--- config.mk ---
export PLATFORM = sky130hd
export DESIGN_NAME = tmcb_ctrl
export DESIGN_NICKNAME = d
export VERILOG_FILES = /design/src/rtl/tmcb_pkg.sv /design/src/rtl/tmcb_ctrl.sv
export SDC_FILE = /design/constraint.sdc
export NUM_CORES = 1
export LEC_CHECK = 0
export BUFFER_PORTS_ARGS = -buffer_cell sky130_fd_sc_hd__buf_2
export CAP_MARGIN = 10
export CORE_AREA = 2 2 39 41
export CTS_CLUSTER_DIAMETER = 40
export DETAILED_ROUTE_END_ITERATION = 10
export DIE_AREA = 0 0 41 43
export GPL_TIMING_DRIVEN = 0
export PLACE_DENSITY = 0.33
export SYNTH_ARGS = -nofsm -noshare
export SYNTH_HDL_FRONTEND = slang
export SYNTH_SLANG_ARGS = --single-unit
export TNS_END_PERCENT = 5
--- constraint.sdc ---
create_clock -name clk -period 1.4 [get_ports clk]
set_clock_uncertainty 0.15 [all_clocks]
set_input_delay 0.28 -clock clk [delete_from_list [all_inputs] [get_ports clk]]
set_output_delay 0.28 -clock clk [all_outputs]
set_load 0.02 [all_outputs]
--- src/rtl/tmcb_pkg.sv ---
`timescale 1ns / 1ps
// Shared types and constants for the character buffer.
// No dependencies.
package tmcb_pkg;

  localparam int ROWS_DEFAULT = 24;
  localparam int COLS_DEFAULT = 40;
  localparam int ROW_FIELD_W  = 5;
  localparam int COL_FIELD_W  = 6;
  localparam logic [7:0] SPACE_CODE = 8'h20;

  typedef enum logic [1:0] {
    OP_CLEAR      = 2'd0,
    OP_SET_CURSOR = 2'd1,
    OP_WRITE      = 2'd2,
    OP_READ       = 2'd3
  } op_t;

  typedef struct packed {
    op_t                    operation;
    logic [ROW_FIELD_W-1:0] row;
    logic [COL_FIELD_W-1:0] col;
    logic [7:0]             character;
    logic                   string_start;
  } in_word_t;

  typedef struct packed {
    logic       status;
    logic [7:0] cell_char;
  } out_word_t;

  typedef enum logic [1:0] {
    ST_INIT,
    ST_IDLE,
    ST_SWEEP,
    ST_READ
  } ctl_state_t;

  // Controller to datapath
  typedef struct packed {
    logic accept;
    logic sweep_en;
    logic read_done;
  } dp_cmd_t;

  // Datapath to controller
  typedef struct packed {
    logic out_free;
    logic pos_bad;
    logic scroll;
    logic sweep_last;
  } dp_stat_t;

endpackage

--- src/rtl/tmcb_ctrl.sv ---
`timescale 1ns / 1ps
// Sequencer for the character buffer: accepts words, runs sweeps and reads.
// Depends on tmcb_pkg.
module tmcb_ctrl (
  input  logic               clk,
  input  logic               rst,
  input  logic               in_valid,
  input  tmcb_pkg::op_t      operation,
  output logic               in_ready,
  output tmcb_pkg::dp_cmd_t  cmd,
  input  tmcb_pkg::dp_stat_t stat
);

  tmcb_pkg::ctl_state_t state, state_next;

  always_ff @(posedge clk) begin
    if (rst) begin
      state <= tmcb_pkg::ST_INIT;
    end else begin
      state <= state_next;
    end
  end

  always_comb begin
    state_next    = state;
    in_ready      = 1'b0;
    cmd.accept    = 1'b0;
    cmd.sweep_en  = 1'b0;
    cmd.read_done = 1'b0;
    unique case (state)
      tmcb_pkg::ST_INIT, tmcb_pkg::ST_SWEEP: begin
        cmd.sweep_en = 1'b1;
        if (stat.sweep_last) begin
          state_next = tmcb_pkg::ST_IDLE;
        end
      end
      tmcb_pkg::ST_IDLE: begin
        in_ready   = stat.out_free;
        cmd.accept = in_valid && stat.out_free;
        if (cmd.accept) begin
          unique case (operation)
            tmcb_pkg::OP_CLEAR: state_next = tmcb_pkg::ST_SWEEP;
            tmcb_pkg::OP_WRITE: begin
              if (stat.scroll) begin
                state_next = tmcb_pkg::ST_SWEEP;
              end
            end
            tmcb_pkg::OP_READ: begin
              if (!stat.pos_bad) begin
                state_next = tmcb_pkg::ST_READ;
              end
            end
            default: state_next = tmcb_pkg::ST_IDLE;
          endcase
        end
      end
      tmcb_pkg::ST_READ: begin
        cmd.read_done = 1'b1;
        state_next    = tmcb_pkg::ST_IDLE;
      end
      default: state_next = tmcb_pkg::ST_INIT;
    endcase
  end

endmodule

==> metrics.cfg <==
[yosys]
yosys.area.top_type_share_pct = 31.07
synth-seq-cells = 2
ys_types = 11
syn_avg_cell_area_um2 = 7.581
synthTopCellsByArea = dfxtp_1, inv_1, nand4b_2
syn_area_um2 = 128.9
yosysSeqAreaShare_pct = 31.07
synth_fp_nets = 26
synth_cells = 17
ys_warn_count = 0
yosys.area.top_type = dfxtp_1

[hold_path]
hold_path.class = input pin to register

[die]
start_util_pct = 9.313
boundaryPins = 13
fp.dieW_um = 41
core_mm2 = 0.001384
die-height_um = 43
die_area_mm2 = 0.001763
rows = 14

[clock_tree]
clockRootBuffer = clkbuf_4
htree_levels = 1
clock-sinks = 2
cts_buffer_depth = 2
clkTransAtPathRegs_ns = 0.03
cts_made_buffers = 3
cts_tree = built
insertion_delay_ns = 0.22

[place]
gp_congestion = 0.5685
dp_slack_ns = 0.2157
dp_hpwl_um = 308
portBuffers = 12

[critical_path]
path_max_fanout = 3
critPathArrivalTime_ns = 0.93
crit_path_end_kind = output port
path_cells = inv_1 > and3_2 > buf_4
slowest_delay_ns = 0.33
critPathSlowestCell = dfxtp_2
worstPathRequired_ns = 0.97
cp-start-kind = register
critical_path_class = register to output port

[route]
ant_nets = 0
vias = 173
wirelength_um = 383
viasPerCell = 3.604
drt_iter0_markers = 1
first_pass_iters = 2
drc = 0
avgRoutedWirePerCell_um = 7.979

[final_layout]
top_register = state
area_delta_synth_final_pct = 92.23
largest_register_ffs = 2
drive_gt1_share_pct = 59.38
antennaDiodeCount = 0
fin_util_pct = 17.90
nets = 43
fill_cells = 152
reg_top3 = state (2)

[grt]
grt_pass1_vias = 148
grtUsageTotal_pct = 4.705
grt_max_degree = 6
antenna_found_initial = 0
grt_remaining_overflow = 0
grt_first_pass_wirelength_um = 489

[sta]
final-setup-viol-count = 0
period_needed_ns = 1.356
finalWorstSetupSlack_ns = 0.04428
worst_pin_slew_ns = 0.2185
timing.fmax_mhz = 737.6
slew_viol_final = 0
hold_viol_final = 0
relSlewSlack_pct = 85.34
finalCritPeriodShare_pct = 96.84
finalSetupTns_ns = 0
rsz0062_at_grt = no
whs_ns = 0.1027

[power_and_ir_drop]
total_power_uw = 231.1
cellPowerDensity_mw_per_mm2 = 932.8
leakage_nw = 0.1342
vdd_drop_max_mv = 0.1817

[outcome]
outcome = finished clean

[flow_run]
cap_viol_max_count = 0

==> final timing paths <==
kind / end / cells past startpoint / slack (ns) / startpoint
worst min register to register: state[1] / 1 / 0.35 / state[1]
worst max register to register: state[0] / 3 / 0.31 / state[1]
worst min-delay path: state[0] / 2 / 0.10 / rst
worst max-delay path: in_ready / 3 / 0.04 / state[1]
==> power by group <==
part / leakage [nW] / switching (mW) / total, mW / internal [mW]
combinational: 0.103 / 0.0213 / 0.0418 / 0.0205
sequential: 0.0172 / 0.00395 / 0.0648 / 0.0608
clock: 0.0138 / 0.0301 / 0.124 / 0.0943
==> through the flow <==
stage / area [um^2] / std cells
after floorplan: 128.9 / 17
after global placement: 209.0 / 45
after detailed placement: 209.0 / 45
after CTS: 244.0 / 48
after global routing: 247.7 / 48
final: 247.7 / 48
==> metal layers <==
metal | routed length [um] | vias up | GRT usage, %
met5 | 0 | - | 0
met4 | 0 | 0 | 6.000
met3 | 93 | 0 | 3.665
met2 | 147 | 13 | 5.313
met1 | 142 | 69 | 4.459
li1 | - | 91 | -
==> layout by cell type (no fill, tap or decap), drive strengths merged <==
cell type  synthesis  final
dfxtp              2      2
nand4b             1      1
inv                4      4
nor2b              1      1
nor2               3      3
nor3               1      1
nand2              1      1
and3               1      1
clkbuf             0      3
a32o               1      1
buf                0     12
o22ai              1      1
a311oi             1      1
==> worst max-delay path, delay by kind of cell (launching register included) <==
kind	cells	cell delay, ns
flops	1	0.33
simple gates	1	0.17
buf+inv	2	0.21
==> cell usage after synthesis, drive strengths merged <==
master,instances
o22ai,1
nand2,1
inv,4
a32o,1
nor2b,1
nor3,1
dfxtp,2
a311oi,1
nor2,3
and3,1
nand4b,1
==> timing repair <==
action / CTS / global route
setup endpoints to repair: 1 / 1
endpoints found under the hold margin: 0 / 0
gates resized for setup: 3 / 2
setup buffers: 0 / 0
hold buffers: 0 / 0
==> layout make-up <==
class / instances / area, um^2 / area share (%)
clock buffer: 3 / 22.52 / 9.091
inverter: 4 / 15.01 / 6.061
multi-input combinational: 11 / 82.58 / 33.33
sequential: 2 / 42.54 / 17.17
tap: 16 / 20.02 / 8.081
timing repair buffer: 12 / 65.06 / 26.26
==> kinds of logic (layout without fill, tap and decap cells) <==
family / Yosys count / count (layout) / synth area share (%)
flops: 2 / 2 / 31.07
compound gates: 3 / 3 / 19.42
buf+inv: 4 / 19 / 11.65
simple gates: 8 / 8 / 37.86
Note: power is estimated with default switching activity, not from simulation.
